## src/rtl/mip_pkg.sv

```systemverilog
// Shared types and constants for the MessagePack integer packer.
// Holds the descriptor passed from the classifier to the byte sequencer.
// No dependencies.
`default_nettype none

package mip_pkg;

	localparam logic [2:0] KIND_UINT     = 3'd0;
	localparam logic [2:0] KIND_SINT     = 3'd1;
	localparam logic [2:0] KIND_ARRAY    = 3'd2;
	localparam logic [2:0] KIND_RAW_HDR  = 3'd3;
	localparam logic [2:0] KIND_RAW_BYTE = 3'd4;

	localparam logic [1:0] WC_8  = 2'd0;
	localparam logic [1:0] WC_16 = 2'd1;
	localparam logic [1:0] WC_32 = 2'd2;
	localparam logic [1:0] WC_64 = 2'd3;

	localparam logic [7:0] TAG_UINT8  = 8'hcc;
	localparam logic [7:0] TAG_UINT16 = 8'hcd;
	localparam logic [7:0] TAG_UINT32 = 8'hce;
	localparam logic [7:0] TAG_UINT64 = 8'hcf;
	localparam logic [7:0] TAG_INT8   = 8'hd0;
	localparam logic [7:0] TAG_INT16  = 8'hd1;
	localparam logic [7:0] TAG_INT32  = 8'hd2;
	localparam logic [7:0] TAG_INT64  = 8'hd3;
	localparam logic [7:0] TAG_FIXARRAY = 8'h90;
	localparam logic [7:0] TAG_FIXRAW   = 8'ha0;
	localparam logic [7:0] FIXARRAY_MASK = 8'h0F;
	localparam logic [7:0] FIXRAW_MASK   = 8'h1F;

	localparam logic [15:0] CAPACITY_RESET = 16'd256;

	typedef enum logic [1:0] {
		ST_OK    = 2'd0,
		ST_FULL  = 2'd1,
		ST_COUNT = 2'd2
	} status_t;

	typedef enum logic {
		PH_START,
		PH_PAYLOAD
	} phase_t;

	// One classified request: either a bare status result, or an optional tag
	// followed by a big-endian payload of 1, 2, 4 or 8 bytes.
	typedef struct packed {
		logic        is_status;
		status_t     status;
		logic        has_tag;
		logic [7:0]  tag;
		logic [1:0]  len_code;
		logic [63:0] payload;
	} desc_t;

	typedef struct packed {
		logic  push;
		desc_t desc;
	} q_wr_t;

	typedef struct packed {
		logic  valid;
		desc_t desc;
	} q_rd_t;

endpackage

`default_nettype wire

```

## src/rtl/mip_front.sv

```systemverilog
// Front end of the packer: accepts requests and classifies them into descriptors.
// Depends on mip_pkg.
`default_nettype none

module mip_front (
	input  wire               s_tvalid,
	output logic              s_tready,
	input  wire  [79:0]       s_tdata,
	input  wire  [2:0]        s_tuser,
	input  wire               q_full,
	output mip_pkg::q_wr_t    q_wr
);
	import mip_pkg::*;

	logic [1:0]  wc;
	logic [63:0] val;
	logic [7:0]  cnt;
	logic [63:0] raw;
	logic [63:0] ext;
	logic        sign;
	desc_t       d;
	desc_t       du;

	assign wc  = s_tdata[1:0];
	assign val = s_tdata[65:2];
	assign cnt = s_tdata[73:66];

	always_comb begin
		case (wc)
			WC_8: begin
				raw  = {56'd0, val[7:0]};
				sign = val[7];
				ext  = {{56{val[7]}}, val[7:0]};
			end
			WC_16: begin
				raw  = {48'd0, val[15:0]};
				sign = val[15];
				ext  = {{48{val[15]}}, val[15:0]};
			end
			WC_32: begin
				raw  = {32'd0, val[31:0]};
				sign = val[31];
				ext  = {{32{val[31]}}, val[31:0]};
			end
			default: begin
				raw  = val;
				sign = val[63];
				ext  = val;
			end
		endcase
	end

	// Smallest unsigned form of the masked value.
	always_comb begin
		du           = '0;
		du.status    = ST_OK;
		du.payload   = raw;
		if (raw[63:7] == 57'd0) begin
			du.len_code = 2'd0;
		end else if (raw[63:8] == 56'd0) begin
			du.has_tag  = 1'b1;
			du.tag      = TAG_UINT8;
			du.len_code = 2'd0;
		end else if (raw[63:16] == 48'd0) begin
			du.has_tag  = 1'b1;
			du.tag      = TAG_UINT16;
			du.len_code = 2'd1;
		end else if (raw[63:32] == 32'd0) begin
			du.has_tag  = 1'b1;
			du.tag      = TAG_UINT32;
			du.len_code = 2'd2;
		end else begin
			du.has_tag  = 1'b1;
			du.tag      = TAG_UINT64;
			du.len_code = 2'd3;
		end
	end

	always_comb begin
		d        = '0;
		d.status = ST_OK;
		case (s_tuser)
			KIND_UINT: begin
				d = du;
			end
			KIND_SINT: begin
				if (!sign) begin
					d = du;
				end else if (&ext[63:5]) begin
					// Negative fixint: the low byte of the sign-extended value.
					d.payload = {56'd0, ext[7:0]};
				end else begin
					d.has_tag  = 1'b1;
					d.tag      = 8'(TAG_INT8 + {6'd0, wc});
					d.len_code = wc;
					d.payload  = raw;
				end
			end
			KIND_ARRAY: begin
				if (cnt[7:4] != 4'd0) begin
					d.is_status = 1'b1;
					d.status    = ST_COUNT;
				end else begin
					d.payload = {56'd0, TAG_FIXARRAY | (cnt & FIXARRAY_MASK)};
				end
			end
			KIND_RAW_HDR: begin
				if (cnt[7:5] != 3'd0) begin
					d.is_status = 1'b1;
					d.status    = ST_COUNT;
				end else begin
					d.payload = {56'd0, TAG_FIXRAW | (cnt & FIXRAW_MASK)};
				end
			end
			KIND_RAW_BYTE: begin
				d.payload = {56'd0, val[7:0]};
			end
			default: begin
				d.is_status = 1'b1;
				d.status    = ST_OK;
			end
		endcase
	end

	assign s_tready  = ~q_full;
	assign q_wr.push = s_tvalid & ~q_full;
	assign q_wr.desc = d;

endmodule

`default_nettype wire

```

## src/rtl/mip_queue.sv

```systemverilog
// Short descriptor queue that decouples the classifier from the byte sequencer.
// Depends on mip_pkg.
`default_nettype none

module mip_queue #(
	parameter int DEPTH = 2
) (
	input  wire              clk,
	input  wire              arst_n,
	input  mip_pkg::q_wr_t   q_wr,
	output logic             q_full,
	input  wire              pop,
	output mip_pkg::q_rd_t   q_rd
);
	import mip_pkg::*;

	localparam int AW = (DEPTH > 1) ? $clog2(DEPTH) : 1;
	localparam int CW = $clog2(DEPTH + 1);

	desc_t         mem_q [DEPTH];
	logic [AW-1:0] wr_ptr_q;
	logic [AW-1:0] rd_ptr_q;
	logic [CW-1:0] count_q;
	logic          do_pop;

	assign q_full     = (count_q == CW'(DEPTH));
	assign q_rd.valid = (count_q != '0);
	assign q_rd.desc  = mem_q[rd_ptr_q];
	assign do_pop     = pop & q_rd.valid;

	always_ff @(posedge clk) begin
		if (q_wr.push) begin
			mem_q[wr_ptr_q] <= q_wr.desc;
		end
	end

	always_ff @(posedge clk or negedge arst_n) begin
		if (!arst_n) begin
			wr_ptr_q <= '0;
			rd_ptr_q <= '0;
			count_q  <= '0;
		end else begin
			if (q_wr.push) begin
				wr_ptr_q <= (wr_ptr_q == AW'(DEPTH - 1)) ? '0 : wr_ptr_q + 1'b1;
			end
			if (do_pop) begin
				rd_ptr_q <= (rd_ptr_q == AW'(DEPTH - 1)) ? '0 : rd_ptr_q + 1'b1;
			end
			if (q_wr.push && !do_pop) begin
				count_q <= count_q + 1'b1;
			end else if (do_pop && !q_wr.push) begin
				count_q <= count_q - 1'b1;
			end
		end
	end

endmodule

`default_nettype wire

```

## src/rtl/mip_back.sv

```systemverilog
// Back end of the packer: walks one descriptor a byte per cycle while the
// output is free, checks each chunk against the buffer capacity and drives
// the registered output stream. Depends on mip_pkg.
`default_nettype none

module mip_back (
	input  wire              clk,
	input  wire              arst_n,
	input  wire  [15:0]      capacity,
	input  mip_pkg::q_rd_t   q_rd,
	output logic             pop,
	output logic             m_tvalid,
	input  wire              m_tready,
	output logic [7:0]       m_tdata,
	output logic [2:0]       m_tuser,
	output logic             m_tlast
);
	import mip_pkg::*;

	phase_t      state_q, state_d;
	logic [2:0]  idx_q, idx_d;
	logic [15:0] used_q, used_d;
	logic        can_emit;
	logic        emit;
	logic [7:0]  r_byte;
	logic        r_bv;
	logic        r_last;
	status_t     r_st;
	logic [3:0]  len;
	logic [2:0]  last_idx;
	logic [2:0]  sh;
	logic        fit_tag;
	logic        fit_len;
	logic        pay_step;
	desc_t       d;

	assign d        = q_rd.desc;
	assign can_emit = ~m_tvalid | m_tready;
	assign len      = 4'd1 << d.len_code;
	assign last_idx = 3'(len - 4'd1);
	assign sh       = last_idx - idx_q;
	assign fit_tag  = ({1'b0, used_q} + 17'd1) < {1'b0, capacity};
	assign fit_len  = ({1'b0, used_q} + {13'd0, len}) < {1'b0, capacity};
	assign pay_step = (state_q == PH_PAYLOAD) ||
		(state_q == PH_START && !d.is_status && !d.has_tag);

	always_comb begin
		state_d = state_q;
		idx_d   = idx_q;
		used_d  = used_q;
		emit    = 1'b0;
		pop     = 1'b0;
		r_byte  = 8'd0;
		r_bv    = 1'b0;
		r_last  = 1'b0;
		r_st    = ST_OK;
		if (q_rd.valid && can_emit) begin
			emit = 1'b1;
			if (pay_step) begin
				if (idx_q == 3'd0 && !fit_len) begin
					r_st    = ST_FULL;
					r_last  = 1'b1;
					pop     = 1'b1;
					state_d = PH_START;
				end else begin
					r_byte = d.payload[{sh, 3'b000} +: 8];
					r_bv   = 1'b1;
					// The whole payload chunk is counted as soon as it is admitted.
					if (idx_q == 3'd0) begin
						used_d = used_q + {12'd0, len};
					end
					if (idx_q == last_idx) begin
						r_last  = 1'b1;
						pop     = 1'b1;
						idx_d   = 3'd0;
						state_d = PH_START;
					end else begin
						idx_d   = idx_q + 3'd1;
						state_d = PH_PAYLOAD;
					end
				end
			end else if (d.is_status) begin
				r_st   = d.status;
				r_last = 1'b1;
				pop    = 1'b1;
			end else if (fit_tag) begin
				r_byte  = d.tag;
				r_bv    = 1'b1;
				used_d  = used_q + 16'd1;
				idx_d   = 3'd0;
				state_d = PH_PAYLOAD;
			end else begin
				r_st   = ST_FULL;
				r_last = 1'b1;
				pop    = 1'b1;
			end
		end
	end

	always_ff @(posedge clk or negedge arst_n) begin
		if (!arst_n) begin
			state_q  <= PH_START;
			idx_q    <= 3'd0;
			used_q   <= 16'd0;
			m_tvalid <= 1'b0;
		end else begin
			state_q <= state_d;
			idx_q   <= idx_d;
			used_q  <= used_d;
			if (emit) begin
				m_tvalid <= 1'b1;
			end else if (m_tready) begin
				m_tvalid <= 1'b0;
			end
		end
	end

	always_ff @(posedge clk) begin
		if (emit) begin
			m_tdata <= r_byte;
			m_tuser <= {r_st, r_bv};
			m_tlast <= r_last;
		end
	end

endmodule

`default_nettype wire

```

## src/rtl/msgpack_integer_packer.sv

```systemverilog
// MessagePack integer packer: a request produces 1 to 9 results in the byte sequencer
// (a tag plus up to eight payload bytes).
// From request acceptance, the first result passes through the queue and the output register.
// Throughput is set by the sequencer's single output byte lane: one result per cycle while the receiver keeps up.
// Reset is asynchronous and active low; it clears the queue, the byte count and the
// output valid, and sets the buffer capacity to 256.
`default_nettype none

module msgpack_integer_packer #(
	parameter int QUEUE_DEPTH = 2
) (
	input  wire         clk,
	input  wire         arst_n,
	// Input requests.
	input  wire         s_tvalid,
	output logic        s_tready,
	input  wire  [79:0] s_tdata,   // [1:0] width_code, [65:2] value, [73:66] count, rest zero
	input  wire  [2:0]  s_tuser,   // [2:0] kind
	// Encoded results, one per cycle at most.
	output logic        m_tvalid,
	input  wire         m_tready,
	output logic [7:0]  m_tdata,   // [7:0] out_byte
	output logic [2:0]  m_tuser,   // [0] byte_valid, [2:1] status
	output logic        m_tlast,   // last result of the request
	// Buffer capacity register write channel.
	input  wire         cfg_valid,
	output logic        cfg_ready,
	input  wire  [15:0] cfg_data
);
	import mip_pkg::*;

	q_wr_t       q_wr;
	q_rd_t       q_rd;
	logic        q_full;
	logic        pop;
	logic [15:0] capacity_q;

	// The capacity register is always writable; software must write it only while the
	// packer is idle (unchecked by the block), so the sequencer sees no mid-request change.
	assign cfg_ready = 1'b1;

	always_ff @(posedge clk or negedge arst_n) begin
		if (!arst_n) begin
			capacity_q <= CAPACITY_RESET;
		end else if (cfg_valid) begin
			capacity_q <= cfg_data;
		end
	end

	// The classifier turns each request into a descriptor in the same cycle it is
	// accepted. It keeps accepting while the queue has room, so a new request is
	// taken while the sequencer is still emitting bytes of an earlier one.
	mip_front u_front (
		.s_tvalid (s_tvalid),
		.s_tready (s_tready),
		.s_tdata  (s_tdata),
		.s_tuser  (s_tuser),
		.q_full   (q_full),
		.q_wr     (q_wr)
	);

	mip_queue #(
		.DEPTH (QUEUE_DEPTH)
	) u_queue (
		.clk    (clk),
		.arst_n (arst_n),
		.q_wr   (q_wr),
		.q_full (q_full),
		.pop    (pop),
		.q_rd   (q_rd)
	);

	// The sequencer owns the running byte count. Each chunk, the tag and then the
	// payload, is checked against the capacity when it starts; a chunk that does
	// not fit ends the request with a single buffer-full result. The output
	// register is refilled in the same cycle its byte is taken, so bytes stream
	// out one per cycle while the receiver keeps up.
	mip_back u_back (
		.clk      (clk),
		.arst_n   (arst_n),
		.capacity (capacity_q),
		.q_rd     (q_rd),
		.pop      (pop),
		.m_tvalid (m_tvalid),
		.m_tready (m_tready),
		.m_tdata  (m_tdata),
		.m_tuser  (m_tuser),
		.m_tlast  (m_tlast)
	);

endmodule

`default_nettype wire
```

## config.mk

```make
export PLATFORM = sky130hd
export DESIGN_NAME = msgpack_integer_packer
export DESIGN_NICKNAME = d
export VERILOG_FILES = /design/src/rtl/mip_pkg.sv /design/src/rtl/mip_front.sv /design/src/rtl/mip_queue.sv /design/src/rtl/mip_back.sv /design/src/rtl/msgpack_integer_packer.sv
export SDC_FILE = /design/constraint.sdc
export NUM_CORES = 1
export LEC_CHECK = 0
export ABC_AREA = 1
export ABC_CLOCK_PERIOD_IN_PS = 10100
export BUFFER_PORTS_ARGS = -buffer_cell sky130_fd_sc_hd__buf_2
export CAP_MARGIN = 15
export CELL_PAD_IN_SITES_DETAIL_PLACEMENT = 1
export CELL_PAD_IN_SITES_GLOBAL_PLACEMENT = 1
export CORE_MARGIN = 5
export CORE_UTILIZATION = 49
export DETAILED_ROUTE_END_ITERATION = 10
export PLACE_DENSITY_LB_ADDON = 0.15
export SLEW_MARGIN = 5
export SYNTH_ARGS = -nofsm -noshare
export SYNTH_HDL_FRONTEND = slang
export SYNTH_HIERARCHICAL = 1
export SYNTH_SLANG_ARGS = --single-unit
export TNS_END_PERCENT = 50
```

## constraint.sdc

```tcl
create_clock -name clk -period 10.1 [get_ports clk]
set_input_delay 2.02 -clock clk [delete_from_list [all_inputs] [get_ports clk]]
set_output_delay 2.02 -clock clk [all_outputs]
set_load 0.02 [all_outputs]
```

==> results of run 1 <==
==> metal layers <==
layer | vias up | wire length, um
met5 | - | 0
met4 | 0 | 724
met3 | 44 | 1630
met2 | 276 | 19100
met1 | 5328 | 15100
li1 | 5438 | -
==> layout by cell type, fill, tap and decap left out, types with 11 or more instances in the layout <==
cell and count:
sky130_fd_sc_hd__a21oi_1 36, sky130_fd_sc_hd__buf_2 111, sky130_fd_sc_hd__clkbuf_16 22, sky130_fd_sc_hd__dfrtp_1 39, sky130_fd_sc_hd__edfxtp_1 168, sky130_fd_sc_hd__ha_1 44
sky130_fd_sc_hd__inv_1 155, sky130_fd_sc_hd__nand2_1 643, sky130_fd_sc_hd__nand2_2 11, sky130_fd_sc_hd__nand3_1 141, sky130_fd_sc_hd__nor2_1 178, sky130_fd_sc_hd__o21ai_0 57
sky130_fd_sc_hd__xnor2_1 11, sky130_fd_sc_hd__xor2_1 34
==> critical path: cells and delay by family, from the launching register on <==
kind / cells / cell delay, ns
fa+ha+maj: 4 / 1.21
buf+inv: 4 / 0.33
xor+xnor: 1 / 0.15
simple gates: 20 / 2.41
flops: 1 / 0.49
compound gates: 2 / 0.30
==> state kept, by name, indices dropped and copies added (netlist names) <==
name              flops
u_queue/mem_q       156
u_back/m_tvalid       1
u_back/m_tdata        8
u_back/m_tlast        1
u_queue/rd_ptr_q      1
u_back/used_q        16
u_queue/count_q       2
capacity_q           16
u_back/idx_q          3
u_back/state_q        1
u_back/m_tuser        3
u_queue/wr_ptr_q      1
==> stage by stage <==
stage               setup WS (ns)  std cells  total power (uW)  instance area (sq um)
floorplan                    4.02       1664              2500                  12900
global placement             5.05       2042              2970                  13500
detailed placement           5.02       2042              3050                  13500
CTS                          5.03       2082              3890                  14300
global route                 4.65       2084              4130                  14300
finish                       5.04       2084              3860                  14300
==> final timing paths <==
| check | cells after the start | slack [ns] | to |
|---|---|---|---|
| hold reg to reg | 2 | 0.47 | capacity_q[8] |
| setup reg to reg | 31 | 5.04 | u_queue/count_q[1] |
| hold / removal | 2 | 0.47 | capacity_q[8] |
| max in group asynchronous | 1 | 7.72 | u_queue/rd_ptr_q |
| min in group asynchronous | 1 | 1.67 | capacity_q[12] |
| setup / recovery | 31 | 5.04 | u_queue/count_q[1] |
==> cells by family after synthesis <==
family          after synthesis
compound gates              118
xor+xnor                     46
fa+ha+maj                    47
buf+inv                     234
flops                       209
other cells                   2
simple gates               1007
==> report_power, final <==
part	switching [uW]	total, uW	internal (uW)
combinational	1260	1790	528
sequential	89.9	1270	1180
clock	328	807	480
total	1680	3860	2190
==> cell type report <==
| class | count | share of cell area |
|---|---|---|
| timing repair buffer | 121 | 0.0459 |
| sequential | 209 | 0.425 |
| multi-input combinational | 1221 | 0.407 |
| clock inverter | 7 | 0.00718 |
| clock buffer | 33 | 0.0435 |
| inverter | 158 | 0.0420 |
| tap | 335 | 0.0293 |
==> results by group, run 1 <==
Route
  – Iteration-0 DRC Markers: about 720
  – Total via count in the routed design: about 11k
  – DRC errors left: 0
  – Post-DR wirelength/cell: between 15 and 20 um
  – Average via count per standard cell: about 5.3
  – Detailed-router iteration count before antenna repair: 5
  – Routed wire length: 36600 um
  – Antenna Violating Nets Remaining: 0

Logic synthesis
  – Synth Instances: between 1.5k and 2k
  – Compound-gate portion of the synthesized area: 0.0515
  – Mean instance size in the synthesized netlist: between 7 and 8 sq um
  – Post-synth cell types: 44
  – Xor-xnor portion of the synthesized cell area: 0.0317
  – Number of flops mapped to enable cells by yosys: around 170
  – Most instantiated flip-flop cell in the synthesis netlist: sky130_fd_sc_hd__edfxtp_1
  – Fraction of synthesized area in multiplexers: 0
  – Leading cell type by number of instances after synthesis: sky130_fd_sc_hd__nand2_1
  – List of most frequent post-synthesis cells: sky130_fd_sc_hd__nand2_1, sky130_fd_sc_hd__nor2_1, sky130_fd_sc_hd__edfxtp_1
  – Number of synthesis warnings: 6
  – Combinational family with the most area after synthesis: simple AND/OR/NAND/NOR gates
  – Post-synthesis cell type with the largest combined area: sky130_fd_sc_hd__edfxtp_1
  – Synthesized area: between 0.01 and 0.015 sq mm
  – Simple-gate portion of the synthesized area: 0.317
  – Cell types occupying the most area after synthesis: sky130_fd_sc_hd__edfxtp_1, sky130_fd_sc_hd__nand2_1, sky130_fd_sc_hd__dfrtp_1, sky130_fd_sc_hd__nand3_1, sky130_fd_sc_hd__nor2_1
  – Total of flip-flops plus latches after synthesis: 209
  – Synthesized-area fraction occupied by adder cells: 0.0472
  – Share of async-settable or async-resettable flops after synthesis: 0.196
  – Top-area cell type share of the netlist area: 0.390
  – Share of the yosys chip area belonging to registers: 0.470

Global routing
  – Antenna violations before repair: 0
  – Met3 global-route usage: 0.0238
  – Number of global-route vias before repair: approximately 12k
  – Met1 demand-to-capacity share in global routing: 0.313
  – Total global-route track usage: 0.246
  – Global-route wire length before repair: around 60000 um
  – Maximum number of pins on one net before global-route repair: 72
  – Global route total overflow: 0
  – Most congested layer reported by global routing: met2
  – GR Layer Usage met2: 0.451

Setup path
  – Crit end category: register
  – Data arrival time of the critical path: ~5.4 ns
  – Largest fanout on the critical path: 11
  – Crit. Startpoint: u_queue/rd_ptr_q
  – Startpoint types: register
  – Slowest library cell on the worst path: sky130_fd_sc_hd__dfrtp_2
  – Most common cell on crit path: sky130_fd_sc_hd__nand2_1
  – Crit Reg-Reg Startpoint: u_queue/rd_ptr_q
  – Max incr delay on CP: between 0.4 and 0.5 ns
  – Start-to-end type of the worst setup path: register to register
  – Req. time, crit path: between 10 and 15 ns

STA
  – Number of setup violations in the final report: 0
  – Shortest clock period the worst path allows after layout: between 5 and 6 ns
  – Portion of the clock cycle consumed by the worst path in the final layout: 0.501
  – Setup TNS: 0 ns
  – Final slew viol count: 0
  – Final hold slack: 0.472 ns
  – Max Clock Freq: between 150 and 200 MHz
  – Worst setup skew after layout: 0.0247 ns
  – Hold violation count in the final report: 0
  – Worst max-slew margin expressed relative to the limit: 0.325
  – Transition at the pin with the smallest max-transition slack: 1.01 ns
  – Setup repair after global routing missed its margin: no

Clocking
  – Count of clock tree sinks: 209
  – Hold-fix buffers at CTS: 0
  – Worst-skew pair later-pin latency: 0.52 ns
  – Post-CTS setup repair buffer count: 0
  – Maximum level of the CTS H-tree: 1
  – Root cell of the clock tree: sky130_fd_sc_hd__clkbuf_16
  – TritonCTS clock tree: done
  – Clock Pin Slew Worst Setup and Hold Paths: 0.06 ns
  – Inserted Clock Buffers: 22
  – Post_cts resized: 0
  – Worst-case clock buffer depth: 3

Outcome
  – Status: finished clean

Final layout
  – Fraction of layout cells with a size suffix above 1: 0.105
  – Post-synthesis to final-layout area growth: 10.5%
  – Layout fillers: 3317
  – Ant diodes: 0
  – Final core utilization: 0.548
  – Multi-input gate area: roughly 0.0058 sq mm
  – Final net count: roughly 1.9k
  – Area occupied by registers: 0.00607 sq mm

Die
  – I/O pin count: between 100 and 150
  – Die W: 172 um
  – Die Height: ~170 um
  – Effective utilization at floorplan: 0.496
  – Row count: roughly 60
  – Std-Cell Core Area: roughly 0.026 sq mm
  – Total die area: between 0.02 and 0.03 sq mm

Power and ir drop
  – Power density normalized to cell area: ~270 mW/mm^2
  – Leakage: around 0.007 uW
  – Max rail drop VDD: between 0.15 and 0.2 mV

Placed design
  – Detailed Place HPWL: between 20000 and 30000 um
  – Number of port buffers: around 110
  – Placer congestion estimate: between 0.8 and 0.9

Job
  – Number of max-cap violations: 0

Hold path
  – Launch point of the worst hold path: capacity_q[8]
  – Min-Delay Path Class: register to register
Power figures use the tool's default switching activity.
==> inputs of run 2 (changes only) <==
ABC_AREA = 0   (was 1)
ABC_CLOCK_PERIOD_IN_PS = 4700   (was 10100)
clock period = 4.7 ns   (was 10.1 ns; I/O delays follow)
==> results by group, run 2 <==
Setup path
  – Req. time, crit path: 5.14 ns (was 10.48 ns)
  – Slack of the worst reg-to-reg path: -0.04 ns (was 5.04 ns)
  – Start-to-end type of the worst setup path: register to register (unchanged)
  – Worst reg-to-reg path cell count: 19 (was 31)
  – Number of gates on the worst path with buffers counted: 19 (was 31)
  – Destination of the worst register-to-register timing path: u_back/used_q[10] (was u_queue/count_q[1])
  – Most common cell on crit path: sky130_fd_sc_hd__buf_4 (was sky130_fd_sc_hd__nand2_1)
  – Data arrival time of the critical path: 5.18 ns (was 5.44 ns)
  – Largest fanout on the critical path: 7 (was 11)
  – Crit end category: register (unchanged)
  – CP delay by family, top: simple AND/OR/NAND/NOR gates (unchanged)
  – Crit. Startpoint: u_queue/rd_ptr_q (unchanged)
  – Crit-path cells: mux2_4, buf_4, nor2_1, ha_4, a21oi_4, nor2b_4, nor2_1, buf_4, or3_1, xnor2_1, ha_1, nand2_2, o21a_1, a2bb2oi_1, nand4_1, or4b_4, buf_4, a211oi_1, xnor2_1
  – Startpoint types: register (unchanged)
  – Slowest library cell on the worst path: sky130_fd_sc_hd__or4b_4 (was sky130_fd_sc_hd__dfrtp_2)
  – Critical path destination: u_back/used_q[10] (was u_queue/count_q[1])
  – Crit Reg-Reg Startpoint: u_queue/rd_ptr_q (unchanged)
  – Buffers & Inverters on Critical Path: 3 (was 4)
  – Max incr delay on CP: 0.68 ns (was 0.49 ns)

Logic synthesis
  – Most instantiated flip-flop cell in the synthesis netlist: sky130_fd_sc_hd__edfxtp_1 (unchanged)
  – Cell types occupying the most area after synthesis: sky130_fd_sc_hd__edfxtp_1, sky130_fd_sc_hd__dfrtp_1, sky130_fd_sc_hd__mux2_2, sky130_fd_sc_hd__ha_1, sky130_fd_sc_hd__mux4_2 (was sky130_fd_sc_hd__edfxtp_1, sky130_fd_sc_hd__nand2_1, sky130_fd_sc_hd__dfrtp_1, sky130_fd_sc_hd__nand3_1, sky130_fd_sc_hd__nor2_1)
  – Number of synthesis warnings: 6 (unchanged)
  – Post-synth cell types: 66 (was 44)
  – Share of async-settable or async-resettable flops after synthesis: 0.196 (unchanged)
  – Top-area cell type share of the netlist area: 0.442 (was 0.390)
  – Number of flops mapped to enable cells by yosys: 168 (unchanged)
  – Total of flip-flops plus latches after synthesis: 209 (unchanged)
  – Mean instance size in the synthesized netlist: 12.7 sq um (was 7.78 sq um)
  – Leading cell type by number of instances after synthesis: sky130_fd_sc_hd__edfxtp_1 (was sky130_fd_sc_hd__nand2_1)
  – Synthesized area: 0.0114 sq mm (was 0.0129 sq mm)
  – Post-synthesis cell type with the largest combined area: sky130_fd_sc_hd__edfxtp_1 (unchanged)
  – Synth Instances: 899 (was 1663)
  – List of most frequent post-synthesis cells: sky130_fd_sc_hd__edfxtp_1, sky130_fd_sc_hd__mux2_2, sky130_fd_sc_hd__nand2_1 (was sky130_fd_sc_hd__nand2_1, sky130_fd_sc_hd__nor2_1, sky130_fd_sc_hd__edfxtp_1)
  – Share of the yosys chip area belonging to registers: 0.532 (was 0.470)

Route
  – DRC errors left: 0 (unchanged)
  – Iteration-0 DRC Markers: 400 (was 716)
  – Total via count in the routed design: 7681 (was 11.1k)
  – Average via count per standard cell: 5.70 (was 5.32)
  – Post-DR wirelength/cell: 21.0 um (was 17.6 um)
  – Antenna Violating Nets Remaining: 0 (unchanged)
  – Detailed-router iteration count before antenna repair: 4 (was 5)
  – Routed wire length: 28300 um (was 36600 um)

Clocking
  – Root cell of the clock tree: sky130_fd_sc_hd__clkbuf_16 (unchanged)
  – Clock Pin Slew Worst Setup and Hold Paths: 0.06 ns (about the same)
  – Hold-fix buffers at CTS: 0 (unchanged)
  – Maximum level of the CTS H-tree: 1 (unchanged)
  – Worst-case clock buffer depth: 3 (unchanged)
  – TritonCTS clock tree: done (unchanged)
  – Worst-skew pair later-pin latency: 0.53 ns (was 0.52 ns)
  – Inserted Clock Buffers: 24 (was 22)
  – Count of clock tree sinks: 209 (unchanged)

Placed design
  – Number of port buffers: 111 (unchanged)
  – Post-DP Area: 0.0123 sq mm (was 0.0135 sq mm)
  – Placer congestion estimate: 0.871 (was 0.842)
  – Detailed Place HPWL: 19900 um (was 26900 um)

Job
  – Number of max-cap violations: 0 (unchanged)

STA
  – Final slew viol count: 0 (unchanged)
  – Worst max-slew margin expressed relative to the limit: 0.263 (was 0.325)
  – Post-layout worst setup margin: -0.0419 ns (was 5.04 ns)
  – Number of setup violations in the final report: 2 (was 0)
  – Portion of the clock cycle consumed by the worst path in the final layout: 1.01 (was 0.501)
  – Worst setup skew after layout: 0.0147 ns (was 0.0247 ns)
  – Transition at the pin with the smallest max-transition slack: 1.11 ns (was 1.01 ns)
  – Max Clock Freq: 211 MHz (was 198 MHz)
  – Shortest clock period the worst path allows after layout: 4.74 ns (was 5.06 ns)
  – Hold violation count in the final report: 0 (unchanged)
  – Setup repair after global routing missed its margin: yes (was no)

Final layout
  – Largest register by flop count: u_queue/mem_q (unchanged)
  – Max reg flops: 156 (unchanged)
  – Post-synthesis to final-layout area growth: 16.1% (was 10.5%)
  – Most frequent standard cell in the layout excluding fill and tap cells: sky130_fd_sc_hd__edfxtp_1 (was sky130_fd_sc_hd__nand2_1)
  – Leading registers by flop count: u_queue/mem_q x156, capacity_q x16, u_back/used_q x16 (unchanged)
  – Most used cells in the layout excluding fill and tap cells: sky130_fd_sc_hd__edfxtp_1, sky130_fd_sc_hd__buf_2, sky130_fd_sc_hd__mux2_2, sky130_fd_sc_hd__nand2_1, sky130_fd_sc_hd__a21oi_1 (was sky130_fd_sc_hd__nand2_1, sky130_fd_sc_hd__nor2_1, sky130_fd_sc_hd__edfxtp_1, sky130_fd_sc_hd__inv_1, sky130_fd_sc_hd__nand3_1)
  – Fraction of layout cells with a size suffix above 1: 0.336 (was 0.105)
  – Design area: 0.0133 sq mm (was 0.0143 sq mm)
  – Ant diodes: 0 (unchanged)
  – Final net count: 1169 (was 1884)

Die
  – Row count: 55 (was 59)
  – Total die area: 0.0264 sq mm (was 0.0297 sq mm)
  – Die W: 163 um (was 172 um)
  – Die Height: 163 um (was 172 um)
  – I/O pin count: 119 (unchanged)
  – Std-Cell Core Area: 0.0228 sq mm (was 0.0261 sq mm)
  – Effective utilization at floorplan: 0.501 (was 0.496)

Power and ir drop
  – Sequential group share of total power: 0.350 (was 0.329)
  – Part of the power in the clock network: 0.221 (was 0.209)
  – Logic pwr share: 0.429 (was 0.462)
  – Internal power: 5050 uW (was 2190 uW)
  – Total power of the final layout: 7780 uW (was 3860 uW)
  – Leakage: 0.00532 uW (was 0.00714 uW)
  – Switching share of power: 0.351 (was 0.434)
  – Power density normalized to cell area: 587 mW/mm^2 (was 270 mW/mm^2)
  – Switching pwr: 2730 uW (was 1680 uW)
  – Max rail drop VDD: 0.379 mV (was 0.191 mV)

Global routing
  – Global route total overflow: 0 (unchanged)
  – Global-route wire length before repair: 44200 um (was 58400 um)
  – Maximum number of pins on one net before global-route repair: 79 (was 72)
  – Antenna violations before repair: 0 (unchanged)
  – Total global-route track usage: 0.209 (was 0.246)
  – Number of global-route vias before repair: 8265 (was 11.5k)

Outcome
  – Violations in the final reports: setup timing
  – Status: finished with violations (was finished clean)

Hold path
  – Min-Delay Path Class: register to register (unchanged)
## run 2: cell types whose count changed in the layout (fill, tap and decap cells not counted), moves of 10 or more
cell | previous run | this run
sky130_fd_sc_hd__mux4_2 | 0 | 17
sky130_fd_sc_hd__nor2_1 | 178 | 31
sky130_fd_sc_hd__o21ai_0 | 57 | 20
sky130_fd_sc_hd__nor4_1 | 1 | 16
sky130_fd_sc_hd__nand2_1 | 643 | 71
sky130_fd_sc_hd__a21oi_1 | 36 | 71
sky130_fd_sc_hd__mux2_4 | 0 | 22
sky130_fd_sc_hd__mux2_2 | 0 | 76
sky130_fd_sc_hd__mux2i_1 | 0 | 10
sky130_fd_sc_hd__buf_4 | 8 | 36
sky130_fd_sc_hd__nand4_1 | 7 | 23
sky130_fd_sc_hd__inv_1 | 155 | 30
sky130_fd_sc_hd__nand3_1 | 141 | 35
## run 2: worst register-to-register path: cells and delay by family (launching register included)
family / cells / cell delay, ns
simple gates: 7 / 1.75
compound gates: 4 / 0.74
fa+ha+maj: 2 / 0.52
buf+inv: 3 / 0.51
flops: 1 / 0.50
mux: 1 / 0.36
xor+xnor: 2 / 0.30
## run 2: routing by layer
metal | wire [um] | share of wire | vias up | global-route usage
met5 | 0 | 0 | - | 0
met4 | 800 | 0.028 | 0 | 0.0553
li1 | - | - | 3604 | -
met1 | 11900 | 0.42 | 3833 | 0.274
met2 | 14400 | 0.51 | 200 | 0.369
met3 | 1180 | 0.042 | 44 | 0.0278
## run 2: final cells by class
| class | count | area (sq um) |
|---|---|---|
| well taps | 313 | 392 |
| clock buffers | 28 | 616 |
| clock inverters | 14 | 109 |
| flip-flops and latches | 209 | 6080 |
| fillers | 2322 | 9520 |
| multi-input cells | 601 | 5080 |
| repair buffers | 150 | 868 |
| inverters | 32 | 120 |
## run 2: kinds of logic after synthesis
| logic type | after synthesis | share of synthesized area |
|---|---|---|
| and+or+nand+nor | 233 | 0.102 |
| xor gates and xnor gates | 50 | 0.0384 |
| buffers and inverters | 90 | 0.0452 |
| AOI/OAI and AO/OA | 143 | 0.0828 |
| other | 2 | 0.000658 |
| DFF | 209 | 0.532 |
| adders and majority gates | 47 | 0.0535 |
| muxes | 125 | 0.146 |
## run 2: worst min-delay path by stage
stage | from | endpoint | slack [ns] | cells after the start
after floorplan | u_queue/count_q[1] | u_queue/count_q[1] | 0.45 | 1
after global placement | u_queue/count_q[1] | u_queue/count_q[1] | 0.47 | 1
after detailed placement | u_queue/count_q[1] | u_queue/count_q[1] | 0.47 | 1
after CTS | u_queue/count_q[1] | u_queue/count_q[1] | 0.48 | 1
after global routing | u_queue/count_q[1] | u_queue/count_q[1] | 0.50 | 1
final | u_queue/count_q[1] | u_queue/count_q[1] | 0.49 | 1
## run 2: power by group through the flow
stage / sequential [uW] / clock (uW) / combinational, uW
after floorplan: 2760 / 0 / 2150
after global placement: 2720 / 0 / 3100
after detailed placement: 2750 / 0 / 3180
after CTS: 2720 / 1760 / 3280
after global routing: 2760 / 1860 / 3610
final: 2720 / 1720 / 3330
## run 2: through the flow
stage | setup TNS (ns) | hold WS, ns | utilization | instances | setup WS (ns)
final | -0.0609 | 0.487 | 0.582 | 1347 | -0.0419
after CTS | 0 | 0.482 | 0.574 | 1344 | 0.00420
after detailed placement | -3.04 | 0.468 | 0.538 | 1300 | -0.377
after global routing | -1.96 | 0.495 | 0.582 | 1347 | -0.187
after global placement | -0.580 | 0.467 | 0.538 | 1300 | -0.189
after floorplan | 0 | 0.447 | - | 900 | 0.257
## run 2: repair_timing
item,CTS,global route
setup buffers,2,3
endpoints found under the setup margin,19,17
endpoints found under the hold margin,0,0
gates resized for setup,17,31
pin swaps,5,18
